===== src/b2nv_pkg.sv =====
// Shared types and constants of the BGRA to NV12 converter.
`default_nettype none

package b2nv_pkg;

  // Default limits of the frame geometry.
  localparam int DEF_MAX_WIDTH  = 4096;
  localparam int DEF_MAX_HEIGHT = 4096;

  // Widths of the register and result fields.
  localparam int SIZE_W  = 13;
  localparam int PLANE_W = 12;
  localparam int COMP_W  = 8;

  // Result queue geometry.
  localparam int RES_DEPTH = 8;
  localparam int RES_PTR_W = $clog2(RES_DEPTH);
  localparam int RES_CNT_W = $clog2(RES_DEPTH + 1);

  // BT.601 limited-range coefficients, scaled by 256.
  localparam int LUMA_OFFSET   = 16 * 256;
  localparam int CHROMA_OFFSET = 128 * 256;
  localparam int Y_R  = 65;
  localparam int Y_G  = 129;
  localparam int Y_B  = 25;
  localparam int CB_R = 38;
  localparam int CB_G = 74;
  localparam int CB_B = 112;
  localparam int CR_R = 112;
  localparam int CR_G = 94;
  localparam int CR_B = 18;

  // One result item as it waits in the output queue.
  typedef struct packed {
    logic               is_chroma;
    logic [COMP_W-1:0]  luma;
    logic [COMP_W-1:0]  cb;
    logic [COMP_W-1:0]  cr;
    logic [PLANE_W-1:0] plane_row;
    logic [PLANE_W-1:0] plane_col;
    logic               last_of_item;
    logic               frame_end;
  } result_t;

endpackage

`default_nettype wire


===== src/b2nv_result_fifo.sv =====
// Result queue taking up to two result items per cycle and giving one per cycle while the receiver is ready.
`default_nettype none

module b2nv_result_fifo (
  input  logic                            clk_i,
  input  logic                            rst_ni,
  input  logic                            push_lo_i,
  input  logic                            push_hi_i,
  input  b2nv_pkg::result_t               data_lo_i,
  input  b2nv_pkg::result_t               data_hi_i,
  output logic                            valid_o,
  input  logic                            ready_i,
  output b2nv_pkg::result_t               head_o,
  output logic [b2nv_pkg::RES_CNT_W-1:0]  count_o
);

  localparam int PtrW = b2nv_pkg::RES_PTR_W;
  localparam int CntW = b2nv_pkg::RES_CNT_W;

  b2nv_pkg::result_t entry_q [b2nv_pkg::RES_DEPTH];
  logic [PtrW-1:0] wr_ptr_q, wr_ptr_d;
  logic [PtrW-1:0] rd_ptr_q, rd_ptr_d;
  logic [CntW-1:0] cnt_q, cnt_d;
  logic [CntW-1:0] push_n;
  logic            pop;

  always_comb begin
    push_n   = CntW'(push_lo_i) + CntW'(push_hi_i);
    pop      = valid_o && ready_i;
    wr_ptr_d = PtrW'(wr_ptr_q + PtrW'(push_n));
    rd_ptr_d = pop ? PtrW'(rd_ptr_q + PtrW'(1)) : rd_ptr_q;
    cnt_d    = CntW'(cnt_q + push_n - CntW'(pop));
  end

  assign valid_o = (cnt_q != '0);
  assign head_o  = entry_q[rd_ptr_q];
  assign count_o = cnt_q;

  always_ff @(posedge clk_i or negedge rst_ni) begin
    if (!rst_ni) begin
      wr_ptr_q <= '0;
      rd_ptr_q <= '0;
      cnt_q    <= '0;
    end else begin
      wr_ptr_q <= wr_ptr_d;
      rd_ptr_q <= rd_ptr_d;
      cnt_q    <= cnt_d;
    end
  end

  // The second entry always follows the first one in the same cycle.
  always_ff @(posedge clk_i) begin
    if (push_lo_i) begin
      entry_q[wr_ptr_q] <= data_lo_i;
    end
    if (push_hi_i) begin
      entry_q[PtrW'(wr_ptr_q + PtrW'(1))] <= data_hi_i;
    end
  end

  a_hi_needs_lo: assert property (@(posedge clk_i) disable iff (!rst_ni)
    push_hi_i |-> push_lo_i)
    else $error("second push without first push");

  a_no_overflow: assert property (@(posedge clk_i) disable iff (!rst_ni)
    (32'(cnt_q) + 32'(push_n)) <= b2nv_pkg::RES_DEPTH)
    else $error("result queue overflow");

  a_ptr_count: assert property (@(posedge clk_i) disable iff (!rst_ni)
    wr_ptr_q == PtrW'(rd_ptr_q + PtrW'(cnt_q)))
    else $error("queue pointers disagree with fill count");

endmodule

`default_nettype wire


===== config.mk =====
export PLATFORM = sky130hd
export DESIGN_NAME = b2nv_result_fifo
export DESIGN_NICKNAME = d
export VERILOG_FILES = /design/src/b2nv_pkg.sv /design/src/b2nv_result_fifo.sv
export SDC_FILE = /design/constraint.sdc
export NUM_CORES = 1
export LEC_CHECK = 0
export BUFFER_PORTS_ARGS = -buffer_cell sky130_fd_sc_hd__buf_2
export CORE_UTILIZATION = 35
export CTS_CLUSTER_SIZE = 10
export DETAILED_ROUTE_END_ITERATION = 8
export SLEW_MARGIN = 25
export SYNTH_ARGS = -nofsm -noshare
export SYNTH_HDL_FRONTEND = slang
export SYNTH_SLANG_ARGS = --single-unit

===== constraint.sdc =====
create_clock -name clk_i -period 4.8 [get_ports clk_i]
set_clock_uncertainty 0.2 [all_clocks]
set_input_delay 0.24 -clock clk_i [delete_from_list [all_inputs] [get_ports clk_i]]
set_output_delay 0.24 -clock clk_i [all_outputs]
set_load 0.005 [all_outputs]

==> flow_summary.ini, run 1 <==
[worst_setup_path]
crit_path_cell_trace = ha_1, nand3_1, nor2_4, buf_12, mux2_2, dlygate4sd3_1
critPathMaxStageDelay_ns = 0.64
critPathArrivalTime_ns = 3.89
reg2regPathDepth = 6
crit_fanout = 35
worst_setup_path_end_kind = register
crit_family = simple AND/OR/NAND/NOR gates
critPathLaunchType = register
ff2ff_setup_slack_ns = 1.02
crit_type = reg2reg
cp.required_ns = 4.91
path_buf_inv = 2
slowest_stage = nor2_4
r2r_start = wr_ptr_q[0]
timing.rr.end = entry_q[2][17]

[final_layout]
final_common_cell = mux2_2
nFillCells = 5267
mostFrequentLayoutCells = mux2_2, edfxtp_1, buf_2
nets = 1555
multi_input_area_um2 = 8040
layout-drive-gt1-share_pct = 56.6
area_growth_pct = 22.2
n_antenna_cell = 0
ff_latch_area_um2 = 12500

[run_status]
status = complete, no violations

[timing]
drv_slew = 0
timing.final.crit_share_pct = 78.8
fmax_mhz = 264
setup_slack_ns = 1.02
max-slew-margin-rel_pct = 33.8
period_minus_slack_ns = 3.78
grt_setup_unrepaired = false
holdWs_ns = 0.0684
fin_tns_setup_ns = 0
tightest_slew_ns = 0.993
setup_violations = 0
hold_viol_final = 0

[detailed_routing]
wl_mm = 53.3
antenna_left = 0
vias_per_cell = 5.21
drtIter0Drc = 545
first_pass_iters = 6
wire_per_inst_um = 24.0
vias = 11600
drc_errors = 0

[place]
hpwlAfterDp_mm = 30.2
pre_cts_ws_ns = 1.57
gp_congestion = 0.725
io_buffers = 162

[run]
maxCapViolCount = 0

[synth]
synth-seq-cells = 418
synth_edf_count = 408
synth_cells = 1111
synth_nets = 1230
syn_avg_cell_area_um2 = 18.8
ys_seq_area_share_pct = 59.7
yosysUniqueCellTypes = 33
ys_warn_count = 0
ys.flop_type = edfxtp_1
async_reset_ff_share_pct = 2.39
netlist_area_um2 = 20900

[clocking]
htree_levels = 2
root_buffer = clkbuf_16
postCtsSetupBuffers = 0
cts.sinks = 418
cts_resized = 0
cts_tree = done
clk_path_buf_depth = 3
clk_pin_slew_worst_paths_ns = 0.05
clock_latency_ns = 0.57
hold_buffers = 158
cts_inserted_buffers = 49

[power]
p_leak_nw = 8.61
p_total_mw = 15.8
peakVddDrop_mv = 0.470
p_per_area_nw_per_um2 = 619

[floorplan]
core-area_um2 = 59000
chipWidth_um = 247
fp.dieArea_um2 = 60800
start_util_pct = 35.5
core.rowCount = 89
die_h_um = 247
num_io_pins = 163

[global_route]
grt_max_degree = 55
grt_pass1_wl_mm = 80.8
overflow = 0
antenna_found_initial = 1
grt_usage_pct = 17.9
first_global_vias = 12900

[min_path]
hold_class = in2reg
min_from = push_hi_i
holdPathEnd = wr_ptr_q[1]
holdPathStages = 3
-- worst max-delay path by stage --
stage / cells after the start / slack (ns) / startpoint / endpoint
after floorplan: 3 / 0.61 / wr_ptr_q[1] / entry_q[6][0]
after global placement: 5 / 1.60 / wr_ptr_q[0] / entry_q[2][14]
after detailed placement: 5 / 1.57 / wr_ptr_q[0] / entry_q[2][21]
after CTS: 6 / 1.02 / wr_ptr_q[0] / entry_q[2][18]
after global routing: 6 / 0.89 / wr_ptr_q[0] / entry_q[2][17]
final: 6 / 1.02 / wr_ptr_q[0] / entry_q[2][17]
-- cell families (layout without fill, tap and decap cells) --
group / count (synthesis) / after routing / synth area share [%]
xor+xnor: 7 / 7 / 0.365
mux: 562 / 562 / 35.7
simple gates: 24 / 24 / 0.747
fa+ha+maj: 12 / 12 / 0.789
buf+inv: 80 / 417 / 2.43
compound gates: 8 / 8 / 0.227
flops: 418 / 418 / 59.7
-- synthesized netlist by cell type (all sizes together) (2+ instances only) --
| library cell | instances | area (um2) |
|---|---|---|
| fa | 2 | 40.0 |
| nor3 | 4 | 36.3 |
| ha | 10 | 125 |
| dfrtp | 10 | 250 |
| inv | 10 | 37.5 |
| xnor2 | 3 | 33.8 |
| nand3 | 2 | 10.0 |
| edfxtp | 408 | 12300 |
| xor2 | 4 | 42.6 |
| or2 | 2 | 12.5 |
| nor2 | 4 | 25.0 |
| mux4 | 102 | 2300 |
| mux2 | 460 | 5180 |
| o21ai | 2 | 10.0 |
| buf | 47 | 305 |
| clkbuf | 23 | 166 |
| nand2b | 3 | 18.8 |
| o22ai | 4 | 25.0 |
| nand2 | 6 | 25.0 |
-- power by group --
| part | switching [mW] | internal, mW |
|---|---|---|
| Combinational | 3.19 | 3.20 |
| Sequential | 0.543 | 5.65 |
| Clock | 1.39 | 1.87 |
| Total | 5.13 | 10.7 |
-- worst min-delay path: stages --
cell and delay, ns:
buf_2 0.15, ha_1 0.24, fa_1 0.18
-- cell type report --
type | instances | share of cell area (%)
clock buffers | 58 | 4.92
clock inverters | 5 | 0.181
inverters | 10 | 0.147
multi-input cells | 613 | 31.4
flip-flops and latches | 418 | 48.9
well taps | 773 | 3.78
repair buffers | 344 | 10.6
-- stage by stage --
stage | instances | util (%) | instance area [um2]
final | 2221 | 43.4 | 25600
after global routing | 2221 | 43.4 | 25600
after CTS | 2219 | 43.3 | 25500
after detailed placement | 1998 | 38.4 | 22700
after global placement | 1998 | 38.4 | 22700
after floorplan | 1111 | - | 20900
-- sequential cells by signal, indices dropped and copies added (netlist names) --
register and flops:
count_o 4, entry_q 408, wr_ptr_q 3, rd_ptr_q 3
-- layer usage --
layer / part of all wire (%) / up-vias / global-route usage, %
li1: - / 5196 / -
met1: 40 / 6077 / 21.5
met2: 54 / 224 / 33.2
met3: 3.5 / 68 / 2.42
met4: 2.2 / 2 / 4.96
met5: 0.024 / - / 0
Power figures use the tool's default switching activity.
==> inputs of run 2 (changes only) <==
--- a/config.mk
+++ b/config.mk
@@ -5,6 +5,7 @@
 export SDC_FILE = /design/constraint.sdc
 export NUM_CORES = 1
 export LEC_CHECK = 0
+export ABC_AREA = 1
 export BUFFER_PORTS_ARGS = -buffer_cell sky130_fd_sc_hd__buf_2
 export CORE_UTILIZATION = 35
 export CTS_CLUSTER_SIZE = 10
==> constraint.sdc (replaced) <==
create_clock -name clk_i -period 3.35 [get_ports clk_i]
set_clock_uncertainty 0.2 [all_clocks]
set_input_delay 0.1675 -clock clk_i [delete_from_list [all_inputs] [get_ports clk_i]]
set_output_delay 0.1675 -clock clk_i [all_outputs]
set_load 0.005 [all_outputs]
==> run 2 against run 1 <==
  * First-iteration DRC count increased to 3.7 times the previous value
  * Clock-buffer cell count increased by 11
  * Core utilization decreased by 2.2 points
  * Worst setup slack got worse by 0.81 ns
  * Critical path depth unchanged
  * Combinational power increased by 130%
  * Largest power group unchanged
  * Routed wire length increased by 59%
  * Clock power increased by 52%
  * Die area increased by 22%
  * Sequential share of layout area decreased by 6.6 points
==> flow_summary.ini, run 2 <==
[global_route]
antenna_found_initial = 3
first_global_vias = 21900
overflow = 0
grt_pass1_wl_mm = 130
grt_usage_pct = 22.6
grt_max_degree = 123

[synth]
netlist.area_leader.share_pct = 47.9
synth_nets = 3467
ys_warn_count = 0
synth_common_cells = nand2_1, inv_1, edfxtp_1, nand4_1, buf_2
ys_seq_area_share_pct = 48.9
yosysUniqueCellTypes = 25
synth-seq-cells = 418
synth.most_common_cell = nand2_1
yosys.area.top_type = edfxtp_1
synth_area_leaders = edfxtp_1, nand2_1, nand4_1, inv_1, buf_2
synth_cells = 3348
async_reset_ff_share_pct = 2.39
syn_avg_cell_area_um2 = 7.64
netlist_area_um2 = 25600
ys.flop_type = edfxtp_1
synth_edf_count = 408

[worst_setup_path]
crit_path_cell_trace = nand2_1, inv_6, buf_4, nand4_1, nand2_1, dlygate4sd3_1
worst_path_most_repeated_cell = nand2_1
crit_family = buffers and inverters
critPathArrivalTime_ns = 3.40
ff2ff_setup_slack_ns = 0.21
critPathLaunch = wr_ptr_q[0]
endpoint = entry_q[4][17]
worst_setup_path_end_kind = register
reg2regPathDepth = 6
cp.required_ns = 3.61
r2r_start = wr_ptr_q[0]
slowest_stage = buf_4
crit_fanout = 76
timing.rr.end = entry_q[4][17]
worst-path-stages = 6
crit_type = reg2reg
critPathMaxStageDelay_ns = 0.85
critPathLaunchType = register
path_buf_inv = 3

[detailed_routing]
drc_errors = 0
first_pass_iters = 6
wl_mm = 84.7
wire_per_inst_um = 19.3
drtIter0Drc = 2010
vias = 22800
antenna_left = 0
vias_per_cell = 5.18

[clocking]
clk_pin_slew_worst_paths_ns = 0.06
root_buffer = clkbuf_16
cts.sinks = 418
cts_inserted_buffers = 50
clk_path_buf_depth = 3
postCtsSetupBuffers = 0
cts_tree = done
clock_latency_ns = 0.59
htree_levels = 2

[min_path]
hold_class = in2reg

[timing]
setup_violations = 0
hold_viol_final = 0
max-slew-margin-rel_pct = 33.0
grt_setup_unrepaired = false
setup_slack_ns = 0.210
fin_tns_setup_ns = 0
drv_slew = 0
fmax_mhz = 318
timing.final.crit_share_pct = 93.7
period_minus_slack_ns = 3.14
tightest_slew_ns = 1.01

[final_layout]
mostFrequentLayoutCells = nand2_1, inv_1, nand4_1, edfxtp_1, nand3_1
nFillCells = 7317
largest_reg_flops = 408
nets = 3544
area_growth_pct = 15.6
final_common_cell = nand2_1
final_area_um2 = 29500
layout-drive-gt1-share_pct = 8.84
regMostFlops = entry_q

[place]
hpwlAfterDp_mm = 44.5
pre_cts_ws_ns = 0.748
io_buffers = 162
placed_area_um2 = 26500
gp_congestion = 0.758

[floorplan]
fp.dieArea_um2 = 74100
core-area_um2 = 71900
core.rowCount = 98
die_h_um = 272
num_io_pins = 163
start_util_pct = 35.6
chipWidth_um = 272

[power]
peakVddDrop_mv = 1.21
p_total_mw = 28.4
p_leak_nw = 14.3
p_per_area_nw_per_um2 = 960

[run]
maxCapViolCount = 0

[run_status]
status = complete, no violations
-- run 2: cell types whose count changed after synthesis, moves of 23 or more --
cell	change
buf_1	+27
buf_2	+202
buf_4	+23
clkbuf_1	+27
inv_1	+414
mux2_2	-457
mux4_2	-102
nand2_1	+1490
nand3_1	+203
nand4_1	+408
-- run 2: report_power, final --
| group | leakage (nW) | switching, mW | internal [mW] | total, mW |
|---|---|---|---|---|
| Clock | 0.682 | 2.16 | 2.79 | 4.95 |
| Combinational | 9.74 | 11.1 | 3.86 | 15.0 |
| Sequential | 3.86 | 0.398 | 8.02 | 8.42 |
-- run 2: worst min-delay path by stage --
stage          depth (start not counted)     startpoint  slack, ns             end
2_1_floorplan                          0         rst_ni      -0.33      count_o[0]
3_3_place_gp                           1         rst_ni      -0.14      count_o[2]
3_5_place_dp                           1         rst_ni      -0.14      count_o[2]
4_1_cts                                4  data_lo_i[10]       0.27  entry_q[4][10]
5_1_grt                                4        ready_i       0.32     rd_ptr_q[0]
6_report                               4        ready_i       0.31     rd_ptr_q[0]
-- run 2: worst min-delay path, delay by kind of cell --
family,cells,cell delay [ns]
AND/OR/NAND/NOR,1,0.15
buffers and inverters,2,0.66
XOR/XNOR,1,0.09
-- run 2: cell type report --
class	instances	area, um2	share of cell area (%)
Tap cell	950	1190	4.02
Antenna cell	1	2.50	0.00847
Clock buffer	69	1360	4.62
Sequential cell	418	12500	42.3
Timing Repair Buffer	378	3060	10.4
Clock inverter	8	37.5	0.127
Inverter	429	1630	5.51
Multi-Input combinational cell	2148	9750	33.0
-- run 2: logic make-up (layout without fill, tap and decap cells) --
kind of cell	after synthesis	after routing	share of synthesized area, %
xor gates and xnor gates	5	5	0.171
and+or+nand+nor	2120	2120	36.4
adders and majority gates	12	12	0.646
DFF	418	418	48.9
AOI/OAI and AO/OA	11	11	0.215
other	0	1	0
buffers and inverters	782	884	13.6
-- run 2: metal layers --
| metal | up-vias | track usage, % | wire [um] |
|---|---|---|---|
| met3 | 154 | 2.47 | 5120 |
| met5 | - | 0 | 11 |
| met4 | 2 | 7.97 | 2370 |
| met2 | 807 | 39.7 | 42600 |
| met1 | 10900 | 28.5 | 34600 |
| li1 | 11000 | - | - |
-- run 2: repair_timing --
action,in CTS,in global routing
endpoints found under the setup margin,0,1
hold buffers,158,0
endpoints found under the hold margin,424,0
resized for setup,0,1
-- run 2: metrics by stage --
stage	utilization (%)	instances	hold WS [ns]
after global placement	36.9	4163	-0.139
after CTS	41.0	4398	0.271
after floorplan	-	3348	-0.328
after detailed placement	36.9	4163	-0.144
final	41.1	4401	0.311
after global routing	41.1	4401	0.324
==> inputs of run 3 (changes only) <==
--- a/config.mk
+++ b/config.mk
@@ -7,9 +7,12 @@
 export LEC_CHECK = 0
 export ABC_AREA = 1
 export BUFFER_PORTS_ARGS = -buffer_cell sky130_fd_sc_hd__buf_2
+export CELL_PAD_IN_SITES_DETAIL_PLACEMENT = 1
+export CELL_PAD_IN_SITES_GLOBAL_PLACEMENT = 1
 export CORE_UTILIZATION = 35
 export CTS_CLUSTER_SIZE = 10
 export DETAILED_ROUTE_END_ITERATION = 8
+export PLACE_DENSITY_LB_ADDON = 0.1
 export SLEW_MARGIN = 25
 export SYNTH_ARGS = -nofsm -noshare
 export SYNTH_HDL_FRONTEND = slang
==> constraint.sdc (replaced) <==
create_clock -name clk_i -period 3.4 [get_ports clk_i]
set_clock_uncertainty 0.2 [all_clocks]
set_input_delay 0.17 -clock clk_i [delete_from_list [all_inputs] [get_ports clk_i]]
set_output_delay 0.17 -clock clk_i [all_outputs]
set_load 0.005 [all_outputs]
==> run 3 against run 2 <==
  * Core utilization is 0.35 points higher
  * Total power rose by 2.8%
  * Combinational power increased by 5%
  * Routed wire length increased by 17%
  * Cell area rose by 0.85%
==> flow_summary.ini, run 3 (same netlist as run 2, synthesis figures left out) <==
[clocking]
cts_inserted_buffers = 51
postCtsSetupBuffers = 0
root_buffer = clkbuf_16
clk_path_buf_depth = 3
htree_levels = 2
clk_pin_slew_worst_paths_ns = 0.06
cts_tree = done
cts.sinks = 418
clock_latency_ns = 0.60

[worst_setup_path]
cp.required_ns = 3.67
worst-path-stages = 9
critPathArrivalTime_ns = 3.48
path_buf_inv = 3
worst_path_most_repeated_cell = nand2_1
worst_setup_path_end_kind = register
crit_family = buffers and inverters
crit_type = reg2reg
critPathLaunchType = register
crit_fanout = 51
crit_path_cell_trace = ha_4, inv_1, nand2_1, nand2_8, nand3_4, buf_4, nand2_1, nand2_1, dlygate4sd3_1
slowest_stage = buf_4
reg2regPathDepth = 9
critPathMaxStageDelay_ns = 0.76

[min_path]
holdPathStages = 4
hold_class = in2reg

[power]
clock_power_share_pct = 17.5
combinationalPowerShare_pct = 53.7
p_sw_mw = 14.4
peakVddDrop_mv = 1.93
p_seq_share_pct = 28.8
switching_share_pct = 49.4
p_total_mw = 29.2
p_leak_nw = 14.4
p_per_area_nw_per_um2 = 979
internal_power_mw = 14.8

[timing]
max-slew-margin-rel_pct = 35.1
setup_violations = 0
grt_setup_unrepaired = false
timing.final.crit_share_pct = 94.4
tightest_slew_ns = 0.973
period_minus_slack_ns = 3.21
drv_slew = 0
hold_viol_final = 0
fmax_mhz = 311

[final_layout]
fin_util_pct = 41.5
largest_reg_flops = 408
area_growth_pct = 16.6
final_common_cell = nand2_1
mostFrequentLayoutCells = nand2_1, inv_1, nand4_1, edfxtp_1, nand3_1
regMostFlops = entry_q
layout-drive-gt1-share_pct = 9.03
nets = 3552

[place]
io_buffers = 162
gp_congestion = 0.761
hpwlAfterDp_mm = 53.2

[detailed_routing]
drc_errors = 0
first_pass_iters = 5
vias_per_cell = 5.37
wire_per_inst_um = 22.4
wl_mm = 98.8
antenna_left = 0
drtIter0Drc = 1406
vias = 23700

[floorplan]
fp.dieArea_um2 = 74100
start_util_pct = 35.6
die_h_um = 272
chipWidth_um = 272
num_io_pins = 163
core-area_um2 = 71900
core.rowCount = 98

[run_status]
status = complete, no violations

[global_route]
grt_usage_pct = 26.8
grt_pass1_wl_mm = 152
overflow = 0
grt_max_degree = 146
antenna_found_initial = 6
first_global_vias = 25000

[run]
maxCapViolCount = 0
## run 3: worst paths after layout
kind,from,endpoint,slack [ns]
worst max-delay path,wr_ptr_q[0],entry_q[6][27],0.19
worst min-delay path,data_lo_i[20],entry_q[1][20],0.30
worst max register to register,wr_ptr_q[0],entry_q[6][27],0.19
worst min register to register,count_o[0],count_o[0],0.34
max in group asynchronous,rst_ni,rd_ptr_q[1],2.06
min in group asynchronous,rst_ni,count_o[2],0.46
## run 3: per-stage QoR
| stage | cells | cell area, um2 | hold WS, ns | setup TNS (ns) | setup WS (ns) |
|---|---|---|---|---|---|
| detailed placement | 4171 | 26700 | -0.118 | 0 | 0.680 |
| floorplan | 3348 | 25600 | -0.326 | -62.04 | -0.162 |
| global route | 4416 | 29800 | 0.298 | 0 | 0.00448 |
| global placement | 4170 | 26700 | -0.120 | 0 | 0.704 |
| CTS | 4414 | 29800 | 0.263 | 0 | 0.170 |
| finish | 4417 | 29800 | 0.300 | 0 | 0.189 |
## run 3: tightest hold or removal path, delay by kind of cell
kind,cells,cell delay (ns)
buffers and inverters,2,0.71
AND/OR/NAND/NOR,2,0.12
## run 3: power groups by stage
stage	Clock [mW]	Sequential (mW)	Combinational, mW
2_1_floorplan	0	8.45	9.69
6_report	5.09	8.41	15.7
3_3_place_gp	0	8.46	15.0
3_5_place_dp	0	8.53	15.3
5_1_grt	5.37	8.55	17.1
4_1_cts	5.20	8.42	15.7
## run 3: repair_timing
item                                    CTS  global route
hold endpoints to repair                422             0
hold buffers                            158             0
endpoints found under the setup margin    0            12
gates resized for setup                   0             3
## run 3: layout make-up
| class | count | area [um2] |
|---|---|---|
| diodes | 2 | 5.00 |
| clock buffers | 76 | 1430 |
| clock inverters | 9 | 36.3 |
| fillers | 8753 | 42100 |
| inverters | 429 | 1630 |
| multi-input cells | 2148 | 9750 |
| flip-flops and latches | 418 | 12500 |
| well taps | 950 | 1190 |
| repair buffers | 385 | 3240 |
## run 3: routing by layer
| layer | up-vias | share of wire (%) | global-route usage [%] |
|---|---|---|---|
| met1 | 12000 | 43 | 34.3 |
| met5 | - | 0.048 | 0 |
| met2 | 578 | 50 | 47.2 |
| met3 | 147 | 4.4 | 3.12 |
| li1 | 11000 | - | - |
| met4 | 8 | 2.4 | 8.13 |
